## config.mk

```make
export PLATFORM = sky130hd
export DESIGN_NAME = blind_stepper_limit_controller_core
export DESIGN_NICKNAME = d
export VERILOG_FILES = /design/src/bslc_pkg.sv /design/src/blind_stepper_limit_controller_core.sv
export SDC_FILE = /design/constraint.sdc
export NUM_CORES = 1
export LEC_CHECK = 0
export BUFFER_PORTS_ARGS = -buffer_cell sky130_fd_sc_hd__clkbuf_2
export CAP_MARGIN = 10
export CELL_PAD_IN_SITES_DETAIL_PLACEMENT = 1
export CELL_PAD_IN_SITES_GLOBAL_PLACEMENT = 2
export CORE_MARGIN = 2
export CORE_UTILIZATION = 36
export DETAILED_ROUTE_END_ITERATION = 7
export PLACE_DENSITY_LB_ADDON = 0.15
export SYNTH_ARGS = -nofsm -noshare
export SYNTH_HDL_FRONTEND = slang
export SYNTH_SLANG_ARGS = --single-unit
```

## constraint.sdc

```tcl
create_clock -name i_clk -period 4.8 [get_ports i_clk]
set_input_delay 0.96 -clock i_clk [delete_from_list [all_inputs] [get_ports i_clk]]
set_output_delay 0.96 -clock i_clk [all_outputs]
set_load 0.01 [all_outputs]
```

## src/bslc_pkg.sv

```systemverilog
// ----------------------------------------------------------------------------
// bslc_pkg
// Shared types and codes for the blind stepper limit controller: request and
// result payloads, command codes and motion state codes.
// ----------------------------------------------------------------------------
`default_nettype none

package bslc_pkg;

    // Command codes
    localparam logic [2:0] CMD_TICK  = 3'd0;
    localparam logic [2:0] CMD_OPEN  = 3'd1;
    localparam logic [2:0] CMD_CLOSE = 3'd2;
    localparam logic [2:0] CMD_STOP  = 3'd3;
    localparam logic [2:0] CMD_SET   = 3'd4;
    localparam logic [2:0] CMD_INIT  = 3'd5;

    // Motion state codes, as seen on the result
    localparam logic [1:0] ST_STOPPED = 2'd0;
    localparam logic [1:0] ST_OPENING = 2'd1;
    localparam logic [1:0] ST_CLOSING = 2'd2;

    // Configuration register indexes
    localparam logic [1:0] CFG_STEP_INTERVAL   = 2'd0;
    localparam logic [1:0] CFG_OVERTRAVEL      = 2'd1;
    localparam logic [1:0] CFG_REPORT_INTERVAL = 2'd2;
    localparam logic [1:0] CFG_SAVED_OPEN      = 2'd3;

    // Reset values of the configuration registers
    localparam logic [15:0] STEP_INTERVAL_RST   = 16'd1000;
    localparam logic [15:0] OVERTRAVEL_RST      = 16'd400;
    localparam logic [23:0] REPORT_INTERVAL_RST = 24'd1000000;

    // Positions
    localparam logic [6:0] POS_OPEN   = 7'd100;
    localparam logic [6:0] POS_CLOSED = 7'd0;
    localparam logic [6:0] POS_HALF   = 7'd50;

    localparam logic [23:0] REPORT_TIMER_MAX = 24'hFF_FFFF;

    typedef struct packed {
        logic [2:0] command;
        logic [6:0] target_percent;
        logic       top_covered;
        logic       bottom_covered;
    } t_in_item;

    typedef struct packed {
        logic       step_pulse;
        logic       driver_enable;
        logic       direction_up;
        logic [1:0] motion_state;
        logic [6:0] position;
        logic       save_valid;
        logic       save_open;
        logic       report_valid;
        logic [6:0] report_position;
        logic [1:0] report_state;
    } t_out_item;

endpackage

`default_nettype wire

```

## src/blind_stepper_limit_controller_core.sv

```systemverilog
// ----------------------------------------------------------------------------
// blind_stepper_limit_controller_core
// Roller blind stepper controller: tick-driven step pulses, limit sensor
// overtravel countdown, end position tracking, save and report flags.
// ----------------------------------------------------------------------------
//
//  Channel | Direction | Handshake                 | Payload
//  --------+-----------+---------------------------+--------------------------
//  in      | sink      | i_in_valid / o_in_ready   | i_in_item  (t_in_item)
//  out     | source    | o_out_valid / i_out_ready | o_out_item (t_out_item)
//  cfg     | sink      | i_cfg_valid / o_cfg_ready | i_cfg_index, i_cfg_data
//
//  One request per cycle sustained while the result side keeps up; each
//  accepted request passes the input register, then the result register.
//  The state update is one short pass of compares and counter steps.
//  A stalled result holds in the result register while one further request
//  waits in the input register; o_in_ready drops only when both are full.
//  Reset (synchronous, active low) clears control state and loads the
//  configuration reset values; the cfg port is always ready.
// ----------------------------------------------------------------------------
`default_nettype none

module blind_stepper_limit_controller_core
    import bslc_pkg::*;
#(
    parameter int STEP_TIMER_BITS = 16,
    parameter int OVERTRAVEL_BITS = 16
) (
    input  wire logic        i_clk,
    input  wire logic        i_rst_n,

    input  wire logic        i_in_valid,
    output logic             o_in_ready,
    input  wire t_in_item    i_in_item,

    output logic             o_out_valid,
    input  wire logic        i_out_ready,
    output t_out_item        o_out_item,

    input  wire logic        i_cfg_valid,
    output logic             o_cfg_ready,
    input  wire logic [1:0]  i_cfg_index,
    input  wire logic [23:0] i_cfg_data
);

    localparam int CMP_W = (STEP_TIMER_BITS > 16) ? STEP_TIMER_BITS : 16;
    localparam int OT_W  = (OVERTRAVEL_BITS > 16) ? OVERTRAVEL_BITS : 16;
    localparam logic [STEP_TIMER_BITS-1:0] STEP_TIMER_MAX = '1;

    // Configuration registers
    logic [15:0] r_step_interval;
    logic [15:0] r_overtravel_steps;
    logic [23:0] r_report_interval;
    logic        r_saved_open;

    // Controller state
    logic [1:0]                 r_motion,          n_motion;
    logic                       r_last_end_open,   n_last_end_open;
    logic [OVERTRAVEL_BITS-1:0] r_overtravel_left, n_overtravel_left;
    logic [STEP_TIMER_BITS-1:0] r_step_timer,      n_step_timer;
    logic [23:0]                r_report_timer,    n_report_timer;
    logic                       r_dir_up,          n_dir_up;
    logic                       r_driver_on,       n_driver_on;

    // Pipeline registers
    logic      r_in_valid;
    t_in_item  r_in_item;
    logic      r_out_valid;
    t_out_item r_out_item;
    t_out_item n_out_item;

    logic advance;
    logic in_accept;

    // Position from the sensors and the last known end
    function automatic logic [6:0] f_position(input logic top, input logic bottom,
                                              input logic end_open);
        logic [6:0] pos;
        if (!top && !bottom) begin
            pos = POS_OPEN;
        end else if (bottom) begin
            pos = POS_CLOSED;
        end else begin
            pos = end_open ? POS_OPEN : POS_CLOSED;
        end
        return pos;
    endfunction

    // Handshake
    assign advance     = r_in_valid && (!r_out_valid || i_out_ready);
    assign o_in_ready  = !r_in_valid || advance;
    assign in_accept   = i_in_valid && o_in_ready;
    assign o_out_valid = r_out_valid;
    assign o_out_item  = r_out_item;
    assign o_cfg_ready = 1'b1;

    // Configuration writes
    always_ff @(posedge i_clk) begin
        if (!i_rst_n) begin
            r_step_interval    <= STEP_INTERVAL_RST;
            r_overtravel_steps <= OVERTRAVEL_RST;
            r_report_interval  <= REPORT_INTERVAL_RST;
            r_saved_open       <= 1'b1;
        end else if (i_cfg_valid) begin
            unique case (i_cfg_index)
                CFG_STEP_INTERVAL:   r_step_interval    <= i_cfg_data[15:0];
                CFG_OVERTRAVEL:      r_overtravel_steps <= i_cfg_data[15:0];
                CFG_REPORT_INTERVAL: r_report_interval  <= i_cfg_data;
                CFG_SAVED_OPEN:      r_saved_open       <= i_cfg_data[0];
                default: ;
            endcase
        end
    end

    // Next state and result for the request in the input register
    always_comb begin
        logic                       top;
        logic                       bottom;
        logic                       do_open;
        logic                       do_close;
        logic [STEP_TIMER_BITS-1:0] elapsed;
        logic [OT_W-1:0]            ot_ext;
        logic [OVERTRAVEL_BITS-1:0] ot_cur;
        logic                       fin;

        top      = r_in_item.top_covered;
        bottom   = r_in_item.bottom_covered;
        do_open  = (r_in_item.command == CMD_OPEN) ||
                   ((r_in_item.command == CMD_SET) && (r_in_item.target_percent >= POS_HALF));
        do_close = (r_in_item.command == CMD_CLOSE) ||
                   ((r_in_item.command == CMD_SET) && (r_in_item.target_percent < POS_HALF));
        elapsed  = (r_step_timer != STEP_TIMER_MAX) ? r_step_timer + 1'b1 : r_step_timer;
        ot_ext   = OT_W'(r_overtravel_steps);
        ot_cur   = r_overtravel_left;
        fin      = (r_motion == ST_OPENING);

        n_motion          = r_motion;
        n_last_end_open   = r_last_end_open;
        n_overtravel_left = r_overtravel_left;
        n_step_timer      = r_step_timer;
        n_report_timer    = r_report_timer;
        n_dir_up          = r_dir_up;
        n_driver_on       = r_driver_on;
        n_out_item        = '0;

        if (do_open || do_close) begin
            if (do_open && !top && r_last_end_open) begin
                // already open: report only
                n_out_item.report_valid    = 1'b1;
                n_out_item.report_position = POS_OPEN;
                n_out_item.report_state    = ST_STOPPED;
            end else if (do_close && bottom && !r_last_end_open) begin
                // already closed: report only
                n_out_item.report_valid    = 1'b1;
                n_out_item.report_position = POS_CLOSED;
                n_out_item.report_state    = ST_STOPPED;
            end else begin
                n_overtravel_left          = '0;
                n_motion                   = do_open ? ST_OPENING : ST_CLOSING;
                n_dir_up                   = do_open;
                n_driver_on                = 1'b1;
                n_step_timer               = '0;
                n_report_timer             = '0;
                n_out_item.report_valid    = 1'b1;
                n_out_item.report_position = f_position(top, bottom, r_last_end_open);
                n_out_item.report_state    = do_open ? ST_OPENING : ST_CLOSING;
            end
        end else if (r_in_item.command == CMD_STOP) begin
            if (r_motion != ST_STOPPED) begin
                n_motion          = ST_STOPPED;
                n_overtravel_left = '0;
                n_driver_on       = 1'b0;
                if (!top) begin
                    n_last_end_open = 1'b1;
                end else if (bottom) begin
                    n_last_end_open = 1'b0;
                end
                n_out_item.save_valid      = 1'b1;
                n_out_item.save_open       = n_last_end_open;
                n_out_item.report_valid    = 1'b1;
                n_out_item.report_position = n_last_end_open ? POS_OPEN : POS_CLOSED;
                n_out_item.report_state    = ST_STOPPED;
            end
        end else if (r_in_item.command == CMD_INIT) begin
            n_driver_on       = 1'b0;
            n_dir_up          = 1'b1;
            n_last_end_open   = r_saved_open;
            n_overtravel_left = '0;
            if (!top && !bottom) begin
                n_last_end_open       = 1'b1;
                n_out_item.save_valid = 1'b1;
                n_out_item.save_open  = 1'b1;
            end else if (top && bottom) begin
                n_last_end_open       = 1'b0;
                n_out_item.save_valid = 1'b1;
                n_out_item.save_open  = 1'b0;
            end
        end else if ((r_in_item.command == CMD_TICK) && (r_motion != ST_STOPPED)) begin
            // limit seen with no countdown running: load overtravel
            if ((ot_cur == '0) &&
                (((r_motion == ST_OPENING) && !top) || ((r_motion == ST_CLOSING) && bottom))) begin
                ot_cur = ot_ext[OVERTRAVEL_BITS-1:0];
            end
            n_overtravel_left = ot_cur;
            n_report_timer    = (r_report_timer != REPORT_TIMER_MAX) ?
                                r_report_timer + 24'd1 : r_report_timer;

            if (CMP_W'(elapsed) < CMP_W'(r_step_interval)) begin
                n_step_timer = elapsed;
            end else begin
                n_step_timer          = '0;
                n_out_item.step_pulse = 1'b1;
                if ((ot_cur != '0) && (ot_cur == OVERTRAVEL_BITS'(1))) begin
                    // countdown ends: stop at the end of travel
                    n_overtravel_left          = '0;
                    n_motion                   = ST_STOPPED;
                    n_driver_on                = 1'b0;
                    n_last_end_open            = fin;
                    n_out_item.save_valid      = 1'b1;
                    n_out_item.save_open       = fin;
                    n_out_item.report_valid    = 1'b1;
                    n_out_item.report_position = fin ? POS_OPEN : POS_CLOSED;
                    n_out_item.report_state    = ST_STOPPED;
                end else begin
                    if (ot_cur != '0) begin
                        n_overtravel_left = ot_cur - 1'b1;
                    end
                    // periodic progress report
                    if (n_report_timer >= r_report_interval) begin
                        n_report_timer             = '0;
                        n_out_item.report_valid    = 1'b1;
                        n_out_item.report_position = f_position(top, bottom, r_last_end_open);
                        n_out_item.report_state    = r_motion;
                    end
                end
            end
        end

        n_out_item.driver_enable = n_driver_on;
        n_out_item.direction_up  = n_dir_up;
        n_out_item.motion_state  = n_motion;
        n_out_item.position      = f_position(top, bottom, n_last_end_open);
    end

    // Input register
    always_ff @(posedge i_clk) begin
        if (!i_rst_n) begin
            r_in_valid <= 1'b0;
        end else if (in_accept) begin
            r_in_valid <= 1'b1;
        end else if (advance) begin
            r_in_valid <= 1'b0;
        end
    end

    always_ff @(posedge i_clk) begin
        if (in_accept) begin
            r_in_item <= i_in_item;
        end
    end

    // Controller state update
    always_ff @(posedge i_clk) begin
        if (!i_rst_n) begin
            r_motion          <= ST_STOPPED;
            r_last_end_open   <= 1'b1;
            r_overtravel_left <= '0;
            r_step_timer      <= '0;
            r_report_timer    <= '0;
            r_dir_up          <= 1'b1;
            r_driver_on       <= 1'b0;
        end else if (advance) begin
            r_motion          <= n_motion;
            r_last_end_open   <= n_last_end_open;
            r_overtravel_left <= n_overtravel_left;
            r_step_timer      <= n_step_timer;
            r_report_timer    <= n_report_timer;
            r_dir_up          <= n_dir_up;
            r_driver_on       <= n_driver_on;
        end
    end

    // Result register
    always_ff @(posedge i_clk) begin
        if (!i_rst_n) begin
            r_out_valid <= 1'b0;
        end else if (advance) begin
            r_out_valid <= 1'b1;
        end else if (i_out_ready) begin
            r_out_valid <= 1'b0;
        end
    end

    always_ff @(posedge i_clk) begin
        if (advance) begin
            r_out_item <= n_out_item;
        end
    end

endmodule

`default_nettype wire

```

* Word level (Yosys, flattened, before mapping) *
Cells that the tools add are included.

storage, ports and cells
  input port bits = 43
  register bits after elaboration = 156

operators by class
  mux-type cells = 95
  reduce and logical (&&, ||, !) cells = 43
  add/sub/neg operators = 3
  $lt $le $gt $ge = 4
  equality and inequality tests = 18
  bitwise logic cells = 1

operators with widths
  cell                                                         count
  2-to-1 mux 16 bit                                            21
  2-to-1 mux 24 bit                                            10
  2-to-1 mux 7 bit                                             7
  2-to-1 mux 12 bit                                            4
  2-to-1 mux 10 bit                                            4
  2-to-1 mux 1 bit                                             33
  2-to-1 mux 2 bit                                             14
  adder 24 x 1 -> 24 bit (second input constant)               1
  >= comparator 24 bit                                         1
  inequality test 24 bit (second input constant)               1
  2-to-1 mux 9 bit                                             2
  adder 16 x 1 -> 16 bit (second input constant)               1
  == test 16 x 1 -> 1 bit (second input constant)              1
  logical NOT 16 bit                                           1
  less-than comparator 16 bit                                  1
  inequality test 16 bit (second input constant)               1
  nonzero test 16 bit                                          1
  subtractor 16 x 1 -> 16 bit (second input constant)          1
  logical AND 1 bit                                            15
  inequality test 2 bit (second input constant)                4
  AND reduction 2 bit                                          4
  nonzero test 2 bit                                           4
  >= comparator 7 x 6 -> 1 bit (second input constant)         1
  less-than comparator 7 x 6 -> 1 bit (second input constant)  1
  other kinds (16)                                             30

* Depth between registers and ports, before layout *
Gate-level depths: netlist (run 1).

  depth after elaboration = 19
  mapped depth = 18
  depth with buffers taken out = 16

* Worst setup path after synthesis (run 1) *
OpenSTA, ideal clock, no wires.

  kind = reg-to-reg
  from = reg r_report_timer[0]
  to = reg r_report_timer[7]
  data arrival time = 4,070 ps
  period minus slack after synthesis = 4,192 ps
  cell stages (with the launch flop) = 18
  path slack = 608 ps
  required time = 4,678 ps
  cell sequence = dfxtp_1 -> ha_1 -> nand2_1 -> nor4_1 -> nand4_1 -> nand4_1 -> nor2_1 -> xor2_1 -> ha_1 -> nand2_1 -> or4_1 -> a21oi_1 -> a21oi_1 -> or2_1 -> buf_6 -> and3_4 -> buf_6 -> a221o_1

between the ends
  longest elaborated chain between the ends = 10
  elaborated cells on any way between the ends = 11
  those cells by class = add/sub: 1; order compare: 1; eq/ne: 1; mux: 8

ends and longest elaborated chain
  element                                                                  RTL line                                                                                RTL
  start, declared                                                          blind_stepper_limit_controller_core.sv:61                                               logic [23:0] r_report_timer, n_report_timer;
  start signal, assigned                                                   blind_stepper_limit_controller_core.sv:277                                              r_report_timer <= n_report_timer;
  adder 24 x 1 -> 24 bit / inequality test 24 bit (equally long branches)  blind_stepper_limit_controller_core.sv:206, blind_stepper_limit_controller_core.sv:205
  2-to-1 mux 24 bit (*)                                                    blind_stepper_limit_controller_core.sv:205                                              n_report_timer = (r_report_timer != REPORT_TIMER_MAX) ?
  >= comparator 24 bit                                                     blind_stepper_limit_controller_core.sv:229                                              if (n_report_timer >= r_report_interval) begin
  2-to-1 mux 24 bit                                                        blind_stepper_limit_controller_core.sv:229
  2-to-1 mux 24 bit                                                        blind_stepper_limit_controller_core.sv:213                                              if ((ot_cur != '0) && (ot_cur == OVERTRAVEL_BITS'(1))) begin
  2-to-1 mux 24 bit (*)                                                    blind_stepper_limit_controller_core.sv:208                                              if (CMP_W'(elapsed) < CMP_W'(r_step_interval)) begin
  2-to-1 mux 24 bit (*)                                                    blind_stepper_limit_controller_core.sv:198                                              end else if ((r_in_item.command == CMD_TICK) && (r_motion != ST_STOPPED)) begin
  2-to-1 mux 24 bit (*)                                                    blind_stepper_limit_controller_core.sv:184                                              end else if (r_in_item.command == CMD_INIT) begin
  2-to-1 mux 24 bit (*)                                                    blind_stepper_limit_controller_core.sv:168                                              end else if (r_in_item.command == CMD_STOP) begin
  2-to-1 mux 24 bit (*)                                                    blind_stepper_limit_controller_core.sv:146                                              if (do_open || do_close) begin

Mark *: on every way between the ends. The rest lies on a longest branch, timed or not. The select of a mux whose other input is x is not followed.
A chain may end at the register's enable or synchronous reset.

* Worst setup path after layout (run 1) *
  from = reg r_report_timer[0]
  to = reg r_report_timer[11]

Same word-level chain as after synthesis.

==> impl_metrics.csv, run 1 <==
group,metric,value,unit
worst_hold_path,hp-start,"r_report_interval[5]",
worst_setup_path,required,5110,ps
detailed_routing,drc,0,
worst_setup_path,crit_chain,"ha_1, nand2_1, nor4_1, buf_4, nand4_1, buf_4, nand4_1, nor2_1, xor2_1, ha_1, nand2_1, or4_1, a21oi_1, a21oi_1, or2_1, and3_4, a221o_1",
finish,drive_above_1_share,11.8,%
place,hpwl,18300,um
floorplanning,io_pins,70,
place,gp_congestion,0.808,
worst_setup_path,cp-start-kind,"flop",
clock_network,cts-buffers-inserted,17,
detailed_routing,routed-via-count,7634,
timing,period_share,91.1,%
place,numPortBuffers,59,
detailed_routing,first_pass_iters,4,
worst_setup_path,arrival,4680,ps
worst_setup_path,reg2reg_slack,430,ps
clock_network,htreeDepth,4,
clock_network,root_buffer,"clkbuf_16",
global_routing,use_met2,35.2,%
clock_network,post-cts-setup-buffer-count,0,
logic_synthesis,ys_ff_latch,143,
finish,layoutNonFillerInstCount,1423,
global_routing,grt_pass1_wl,39800,um
detailed_routing,drtAntennaViolNets,0,
power_and_ir_drop,irDropWorstVdd,0.190,mV
worst_setup_path,endpoint_kind,"flop",
clock_network,hold_buffers,0,
timing,final-hold-violation-count,0,
power_and_ir_drop,p_leak,3.86,nW
logic_synthesis,synthCells,1054,
clock_network,cts_resized,0,
global_routing,grt.overflow.total,0,
worst_setup_path,cp_num_buf_inv,2,
timing,finalClockSkew,10.6,ps
worst_setup_path,r2r_start,"r_report_timer[0]",
floorplanning,die-area,0.0247,mm2
clock_network,clk_pin_slew_worst_paths,60,ps
logic_synthesis,synth_ff_type,"dfxtp_1",
timing,tns,0,ps
detailed_routing,wirelength,24900,um
worst_setup_path,reg2reg_depth,17,
worst_setup_path,cp_slowest_cell,"or4_1",
worst_setup_path,rr_endpoint,"r_report_timer[11]",
global_routing,grt_pass1_vias,7362,
clock_network,cts_tree,"done",
finish,fin_nets,1179,
floorplanning,chipHeight,157,um
logic_synthesis,async_flop_share,0,%
floorplanning,dieWidth,157,um
timing,fmax,0.229,GHz
floorplanning,rows,56,
global_routing,busiest_layer,"met2",
finish,postLayoutCellArea,0.00953,mm2
timing,slew_headroom,39.8,%
timing,tightest_slew,895,ps
logic_synthesis,syn_avg_cell_area,8.00,um2
detailed_routing,avgViaCountPerCell,5.36,
place,place_area,0.00898,mm2
worst_hold_path,hold_path_depth,2,
logic_synthesis,synth_warnings,0,
floorplanning,core_area,0.0233,mm2
worst_hold_path,hold_end,"r_report_interval[5]",
floorplanning,start_util,36.3,%
global_routing,grt_use_total,20.7,%
detailed_routing,wl_per_cell,17.5,um
worst_setup_path,slowest_delay,500,ps
finish,diodes,0,
job,cap_violations,0,
clock_network,cts_sinks,143,
finish,layout-area-overhead-vs-synth,13.0,%
timing,maxSlewViolCount,0,
clock_network,clockBufferDepth,2,
worst_setup_path,cp_max_fo,9,
worst_setup_path,criticalPathCategory,"reg2reg",
power_and_ir_drop,p_per_area,291,mW/mm2
global_routing,antenna_found_initial,0,
worst_setup_path,crit_family,"simple AND/OR/NAND/NOR gates",
logic_synthesis,synth-edff-count,23,
outcome,outcome,"finished, final reports clean",
global_routing,use_met3,3.17,%
global_routing,grtUsageMet1,27.4,%
logic_synthesis,synth_cell_types,81,
worst_hold_path,holdCritPathClass,"reg2reg",
logic_synthesis,ys_seq_area_share,36.7,%
detailed_routing,drtIter0Drc,316,
clock_network,clk_latency,430,ps
timing,rsz0062_at_grt,"no",
timing,finalSetupViolations,0,
logic_synthesis,synth_area,0.00843,mm2
place,dp.cells,1391,
timing,period_minus_slack,4370,ps
power_and_ir_drop,power,2.77,mW
global_routing,grt_max_degree,69,
-- cells by family (layout without fill, tap and decap cells) --
family	after synthesis	in the layout	synth area share [%]
buffers and inverters	119	162	6.14
and+or+nand+nor	448	448	25.6
AOI/OAI and AO/OA	249	249	19.6
adders and majority gates	45	45	6.68
DFF	143	143	36.7
muxes	15	15	1.82
other	2	9	0.0891
xor gates and xnor gates	33	33	3.43
-- final cells by class --
class | count | area [um2]
Tap cell | 319 | 399
Multi-Input combinational cell | 799 | 4860
Sequential cell | 143 | 3090
Inverter | 52 | 195
Fill cell | 2897 | 13700
Clock inverter | 12 | 110
Timing Repair Buffer | 78 | 438
Clock buffer | 20 | 438
-- layer usage --
metal / up-vias / routed length [um]
met1: 3730 / 12000
met4: 0 / 321
met2: 83 / 11900
met5: - / 0
met3: 22 / 586
li1: 3799 / -
-- metrics by stage --
| stage | util, % | hold slack, ps | setup WS (ps) |
|---|---|---|---|
| 2_1_floorplan | - | 432 | 608 |
| 3_3_place_gp | 38.6 | 444 | 518 |
| 3_5_place_dp | 38.6 | 451 | 452 |
| 4_1_cts | 41.0 | 460 | 433 |
| 5_1_grt | 41.0 | 478 | 75.6 |
| 6_report | 41.0 | 455 | 426 |
-- synthesized netlist by cell type (3+ instances only) --
library cell / instances / area (um2)
a21oi_1: 74 / 370
dfxtp_1: 120 / 2400
ha_1: 45 / 563
mux2i_1: 12 / 120
o31ai_1: 3 / 22.5
a21o_1: 15 / 113
o211ai_1: 19 / 143
o21ai_0: 43 / 215
and4_1: 3 / 26.3
a211oi_1: 7 / 52.6
nand2b_1: 16 / 100
nor2_1: 99 / 372
and2_1: 15 / 93.8
edfxtp_1: 23 / 691
a32oi_1: 9 / 78.8
mux2_2: 3 / 33.8
and3_1: 14 / 87.6
a22o_1: 4 / 35.0
buf_1: 4 / 15.0
nand3b_1: 6 / 45.0
clkbuf_1: 42 / 158
a211o_1: 9 / 78.8
o21ai_1: 3 / 15.0
o21a_1: 4 / 30.0
nor2b_1: 7 / 43.8
a221o_1: 3 / 30.0
xor2_1: 11 / 96.3
nand3_1: 32 / 160
buf_2: 4 / 20.0
a22oi_1: 16 / 120
nand2_1: 162 / 608
inv_1: 50 / 188
buf_4: 13 / 97.6
or4_1: 5 / 37.5
nor3_1: 30 / 150
o2bb2ai_1: 8 / 70.1
a31oi_1: 7 / 43.8
nand4_1: 19 / 119
nor4_1: 7 / 43.8
xnor2_1: 22 / 193
or2_2: 5 / 31.3
nor3b_1: 6 / 45.0
or3_1: 7 / 43.8
-- report_power, final --
| part | leakage [nW] | total, mW | internal (mW) | switching (mW) |
|---|---|---|---|---|
| sequential | 1.19 | 1.28 | 1.25 | 0.0272 |
| combinational | 2.41 | 0.211 | 0.0735 | 0.138 |
| clock | 0.265 | 1.28 | 0.718 | 0.566 |
-- layout by cell type, fill, tap and decap left out, types with 8 or more instances in the layout --
cell / n
a211o_1: 9
a21o_1: 15
a21oi_1: 74
a22oi_1: 16
a32oi_1: 9
and2_1: 15
and3_1: 14
buf_4: 19
clkbuf_16: 17
clkbuf_2: 60
conb_1: 9
dfxtp_1: 120
edfxtp_1: 23
ha_1: 45
inv_1: 50
mux2i_1: 12
nand2_1: 162
nand2b_1: 16
nand3_1: 32
nand4_1: 19
nor2_1: 98
nor3_1: 30
o211ai_1: 19
o21ai_0: 43
o2bb2ai_1: 8
xnor2_1: 22
xor2_1: 11
-- worst max path at each step --
stage | from | cells after the start | to
global route | r_report_timer[0] | 17 | r_report_timer[6]
CTS | r_report_timer[0] | 18 | r_report_timer[6]
floorplan | r_report_timer[0] | 17 | r_report_timer[7]
finish | r_report_timer[0] | 17 | r_report_timer[11]
detailed placement | r_report_timer[0] | 18 | r_report_timer[6]
global placement | r_report_timer[0] | 18 | r_report_timer[6]
-- state kept, by name (all words and copies together), names as in the netlist, 2 cells and up --
| register | flops |
|---|---|
| r_step_interval | 16 |
| r_in_item | 11 |
| r_overtravel_steps | 16 |
| r_overtravel_left | 16 |
| r_motion | 2 |
| o_out_item | 12 |
| r_report_interval | 24 |
| r_step_timer | 16 |
| r_report_timer | 24 |
-- worst min-delay path, stage by stage (launching register included) --
cell     delay (ps)
dfxtp_1         310
nand2_1          50
a21oi_1          50
Note: power is estimated with default switching activity, not from simulation.
==> run 2: changes to the inputs <==
--- a/config.mk
+++ b/config.mk
@@ -13,6 +13,7 @@
 export CORE_UTILIZATION = 36
 export DETAILED_ROUTE_END_ITERATION = 7
 export PLACE_DENSITY_LB_ADDON = 0.15
+export RECOVER_POWER = 50
 export SYNTH_ARGS = -nofsm -noshare
 export SYNTH_HDL_FRONTEND = slang
 export SYNTH_SLANG_ARGS = --single-unit
==> run 2 against run 1 <==
The flow now finishes with violations (max-capacitance violations, max-slew violations); worst hold slack barely moved; sequential power barely moved; critical path depth did not move; fmax rose by 0.26%; first-iteration DRC count fell by 0.32%; register-to-register slack barely moved; clock-buffer cell count did not move; sequential share of layout area rose by 0.077 points; largest cell class unchanged.
==> impl_metrics.csv, run 2 (same netlist as run 1, synthesis figures left out) <==
group,metric,value,unit
floorplanning,rows,56,
global_routing,grt.overflow.total,0,
detailed_routing,wirelength,24800,um
finish,register_area,0.00309,mm2
outcome,violations,"max-capacitance violations, max-slew violations",
timing,tns,0,ps
worst_setup_path,cp_num_buf_inv,2,
place,numPortBuffers,59,
worst_setup_path,required,5110,ps
clock_network,htreeDepth,4,
timing,finalClockSkew,10.6,ps
timing,final-hold-violation-count,0,
finish,fillers,2904,
timing,rsz0062_at_grt,"no",
clock_network,clockBufferDepth,2,
floorplanning,dieWidth,157,um
global_routing,grt_pass1_vias,7362,
floorplanning,start_util,36.3,%
timing,hold_slack,455,ps
worst_setup_path,cp-start-kind,"flop",
power_and_ir_drop,switching_share,26.3,%
place,gp_congestion,0.808,
detailed_routing,avgViaCountPerCell,5.33,
clock_network,clk_pin_slew_worst_paths,60,ps
power_and_ir_drop,p_leak,3.82,nW
floorplanning,io_pins,70,
power_and_ir_drop,p_per_area,292,mW/mm2
clock_network,clk_latency,430,ps
worst_setup_path,criticalPathCategory,"reg2reg",
power_and_ir_drop,pwr-share-comb,7.6,%
worst_setup_path,crit_chain,"ha_1, nand2_1, nor4_1, buf_4, nand4_1, buf_4, nand4_1, nor2_1, xor2_1, ha_1, nand2_1, or4_1, a21oi_1, a21oi_1, or2_1, and3_4, a221o_1",
timing,maxSlewViolCount,69,
timing,period_share,90.9,%
finish,multiInputGateArea,0.00486,mm2
global_routing,grt_use_total,20.7,%
detailed_routing,first_pass_iters,4,
detailed_routing,routed-via-count,7589,
worst_setup_path,crit_family,"simple AND/OR/NAND/NOR gates",
floorplanning,chipHeight,157,um
finish,diodes,0,
timing,finalSetupViolations,0,
worst_setup_path,slowest_delay,500,ps
worst_setup_path,cp_slowest_cell,"or4_1",
job,cap_violations,1,
finish,drive_above_1_share,10.4,%
detailed_routing,drtAntennaViolNets,0,
place,hpwl,18300,um
power_and_ir_drop,power,2.77,mW
power_and_ir_drop,p_int,2.04,mW
finish,largestRegisters,"r_report_interval: 24 flops, r_report_timer: 24 flops",
finish,final_cell_mix,"nand2_1, dfxtp_1, nor2_1",
clock_network,hold_buffers,0,
worst_setup_path,reg2reg_slack,440,ps
global_routing,grt_pass1_wl,39800,um
detailed_routing,drtIter0Drc,315,
clock_network,cts_tree,"done",
worst_setup_path,endpoint_kind,"flop",
timing,fmax,0.229,GHz
clock_network,cts-buffers-inserted,17,
finish,fin_nets,1179,
floorplanning,core_area,0.0233,mm2
finish,layout-area-overhead-vs-synth,12.7,%
detailed_routing,wl_per_cell,17.4,um
clock_network,cts_resized,0,
timing,tightest_slew,1600,ps
outcome,outcome,"complete, but fails checks",
worst_setup_path,arrival,4670,ps
floorplanning,die-area,0.0247,mm2
clock_network,post-cts-setup-buffer-count,0,
timing,slew_headroom,-6.97,%
power_and_ir_drop,power.share.sequential,46.2,%
global_routing,antenna_found_initial,0,
clock_network,cts_sinks,143,
timing,period_minus_slack,4360,ps
worst_setup_path,cp_max_fo,9,
finish,layout_commonest_cell,"nand2_1",
clock_network,root_buffer,"clkbuf_16",
power_and_ir_drop,clkPwrFrac,46.3,%
detailed_routing,drc,0,
power_and_ir_drop,switchingPower,0.730,mW
global_routing,grt_max_degree,69,
power_and_ir_drop,irDropWorstVdd,0.188,mV
worst_hold_path,holdCritPathClass,"reg2reg",
[run 2: power groups by stage]
stage | Sequential [mW] | Clock [mW] | Combinational, mW
finish | 1.28 | 1.28 | 0.209
CTS | 1.28 | 1.32 | 0.215
global route | 1.28 | 1.37 | 0.236
global placement | 1.31 | 0 | 0.210
detailed placement | 1.31 | 0 | 0.214
floorplan | 1.30 | 0 | 0.143
[run 2: final timing paths]
path | from | to | depth (start not counted)
max reg2reg | r_report_timer[0] | r_report_timer[11] | 17
min | r_report_interval[5] | r_report_interval[5] | 2
max | r_report_timer[0] | r_report_timer[11] | 17
min reg2reg | r_report_interval[5] | r_report_interval[5] | 2
[run 2: tightest hold or removal path: stages, from the launching register on]
cell,delay [ps]
dfxtp_1,310
nand2_1,50
a21oi_1,50
[run 2: final cells by class]
cell class	instances	area share, %
multi-input cells	799	51.1
repair buffers	78	4.37
clock inverters	12	1.16
flip-flops and latches	143	32.5
clock buffers	20	4.61
well taps	319	4.20
inverters	52	2.05
[run 2: layer usage]
metal / GRT usage, % / up-vias / wire length [um]
li1: - / 3796 / -
met1: 27.4 / 3702 / 12000
met2: 35.2 / 70 / 11900
met3: 3.17 / 21 / 552
met4: 5.45 / 0 / 318
met5: 0 / - / 0
[run 2: metrics by stage]
stage	utilization (%)	std cells	setup slack [ps]	area, um2
2_1_floorplan	-	1061	608	8460
5_1_grt	40.9	1423	75.5	9510
3_3_place_gp	38.6	1391	518	8980
4_1_cts	41.0	1423	433	9530
3_5_place_dp	38.6	1391	452	8980
6_report	40.9	1423	438	9510
==> run 3: changes to the inputs <==
==> constraint.sdc (replaced) <==
create_clock -name i_clk -period 4.7 [get_ports i_clk]
set_input_delay 0.94 -clock i_clk [delete_from_list [all_inputs] [get_ports i_clk]]
set_output_delay 0.94 -clock i_clk [all_outputs]
set_load 0.01 [all_outputs]
==> run 3 against run 2 <==
Global-route usage is 0.055 points higher; highest routed layer unchanged; the flow still finishes with violations (max-capacitance violations, max-slew violations); worst hold slack better by 1.1 ps; critical endpoint is now r_overtravel_left[13]; sequential power is essentially flat; combinational power is 2% higher; die area did not move; register-to-register slack worse by 95 ps; non-clock buffer count rose by 4; power increased by 7.4%; sequential share of layout area down 0.45 points.
==> impl_metrics.csv, run 3 (same netlist as run 1, synthesis figures left out) <==
group,metric,value,unit
worst_setup_path,slowest_delay,630,ps
clock_network,clk_pin_slew_worst_paths,60,ps
job,cap_violations,1,
timing,maxSlewViolCount,69,
global_routing,grt_pass1_wl,40200,um
worst_setup_path,reg2reg_slack,340,ps
timing,setup_ws,342,ps
floorplanning,die-area,0.0247,mm2
finish,largestRegisters,"r_report_interval: 24 flops, r_report_timer: 24 flops",
finish,diodes,0,
detailed_routing,wirelength,24900,um
finish,postLayoutCellArea,0.00964,mm2
global_routing,grt_use_total,20.7,%
place,dp.cells,1394,
power_and_ir_drop,switchingPower,0.710,mW
finish,layout-area-overhead-vs-synth,14.3,%
power_and_ir_drop,power.share.sequential,43.9,%
outcome,outcome,"complete, but fails checks",
floorplanning,dieWidth,157,um
worst_hold_path,holdCritPathClass,"reg2reg",
power_and_ir_drop,p_leak,3.87,nW
power_and_ir_drop,power,2.98,mW
clock_network,cts_resized,0,
place,numPortBuffers,59,
outcome,violations,"max-capacitance violations, max-slew violations",
power_and_ir_drop,pwr-share-comb,7.2,%
detailed_routing,drtIter0Drc,283,
clock_network,clockBufferDepth,2,
timing,period_share,92.7,%
detailed_routing,routed-via-count,7586,
worst_setup_path,required,5010,ps
power_and_ir_drop,switching_share,23.8,%
timing,final-hold-violation-count,0,
global_routing,grt_pass1_vias,7508,
floorplanning,io_pins,70,
clock_network,post-cts-setup-buffer-count,0,
clock_network,htreeDepth,4,
timing,fmax,0.229,GHz
worst_setup_path,cp_num_buf_inv,1,
worst_setup_path,cp_slowest_cell,"or4_1",
timing,finalClockSkew,9.77,ps
timing,tns,0,ps
clock_network,cts_sinks,143,
worst_setup_path,crit_family,"simple AND/OR/NAND/NOR gates",
power_and_ir_drop,clkPwrFrac,48.9,%
power_and_ir_drop,p_int,2.27,mW
finish,layout_commonest_cell,"nand2_1",
place,dp_slack,271,ps
power_and_ir_drop,p_per_area,309,mW/mm2
detailed_routing,avgViaCountPerCell,5.32,
finish,final_cell_mix,"nand2_1, dfxtp_1, nor2_1",
finish,fin_nets,1183,
detailed_routing,wl_per_cell,17.5,um
worst_setup_path,crit_chain,"ha_1, nand3_1, nor4_4, nor2_2, and3_1, and4_1, xor2_1, ha_1, nand3_1, nor3_1, nand2_1, o221ai_1, buf_4, nand2_1, or4_1, a22oi_1, o21ai_1",
timing,tightest_slew,1570,ps
timing,finalSetupViolations,0,
clock_network,cts-buffers-inserted,17,
place,place_area,0.00900,mm2
clock_network,hold_buffers,0,
clock_network,root_buffer,"clkbuf_16",
worst_setup_path,criticalPathCategory,"reg2reg",
finish,fin_util,41.4,%
worst_setup_path,cp-start-kind,"flop",
floorplanning,rows,56,
power_and_ir_drop,irDropWorstVdd,0.142,mV
timing,slew_headroom,-4.58,%
clock_network,cts_tree,"done",
detailed_routing,drtAntennaViolNets,0,
timing,hold_slack,457,ps
place,gp_congestion,0.792,
global_routing,grt_max_degree,69,
floorplanning,chipHeight,157,um
global_routing,grt.overflow.total,0,
floorplanning,start_util,36.3,%
worst_setup_path,endpoint_kind,"flop",
place,hpwl,18500,um
global_routing,antenna_found_initial,1,
floorplanning,core_area,0.0233,mm2
clock_network,clk_latency,430,ps
worst_setup_path,arrival,4670,ps
finish,drive_above_1_share,10.8,%
finish,layoutNonFillerInstCount,1426,
worst_setup_path,cp_max_fo,11,
timing,period_minus_slack,4360,ps
detailed_routing,drc,0,
detailed_routing,first_pass_iters,4,
[run 3: changes by cell type in the layout (fill, tap and decap cells not counted), sizes merged]
cell	delta
clkbuf	+2
clkinvlp	-2
buf	+3
clkinv	+1
bufinv	+3
inv	-4
[run 3: tightest hold or removal path, stage by stage (launching register included)]
cell and delay, ps:
dfxtp_1 310, nand2_1 50, a21oi_1 50
[run 3: layout make-up]
cell class | instances | area, um2
clock buffer | 21 | 460
clock inverter | 10 | 164
fill | 2894 | 13600
inverter | 52 | 195
multi-input combinational | 799 | 4880
sequential | 143 | 3090
tap | 319 | 399
timing repair buffer | 82 | 447
[run 3: worst paths after layout]
kind,start,end,cells after the start
worst max-delay path,r_step_timer[0],r_overtravel_left[13],17
worst min register to register,r_report_interval[5],r_report_interval[5],2
worst min-delay path,r_report_interval[5],r_report_interval[5],2
worst max register to register,r_step_timer[0],r_overtravel_left[13],17
[run 3: power by group through the flow]
stage / sequential, mW / combinational, mW / clock (mW)
3_3_place_gp: 1.33 / 0.216 / 0
3_5_place_dp: 1.33 / 0.218 / 0
6_report: 1.31 / 0.214 / 1.46
5_1_grt: 1.31 / 0.241 / 1.54
4_1_cts: 1.31 / 0.219 / 1.50
2_1_floorplan: 1.32 / 0.146 / 0
[run 3: layer usage]
metal / track usage [%] / share of wire [%]
met1: 27.9 / 48
met2: 34.9 / 48
met3: 2.97 / 2.7
met4: 5.63 / 1.6
met5: 0 / 0
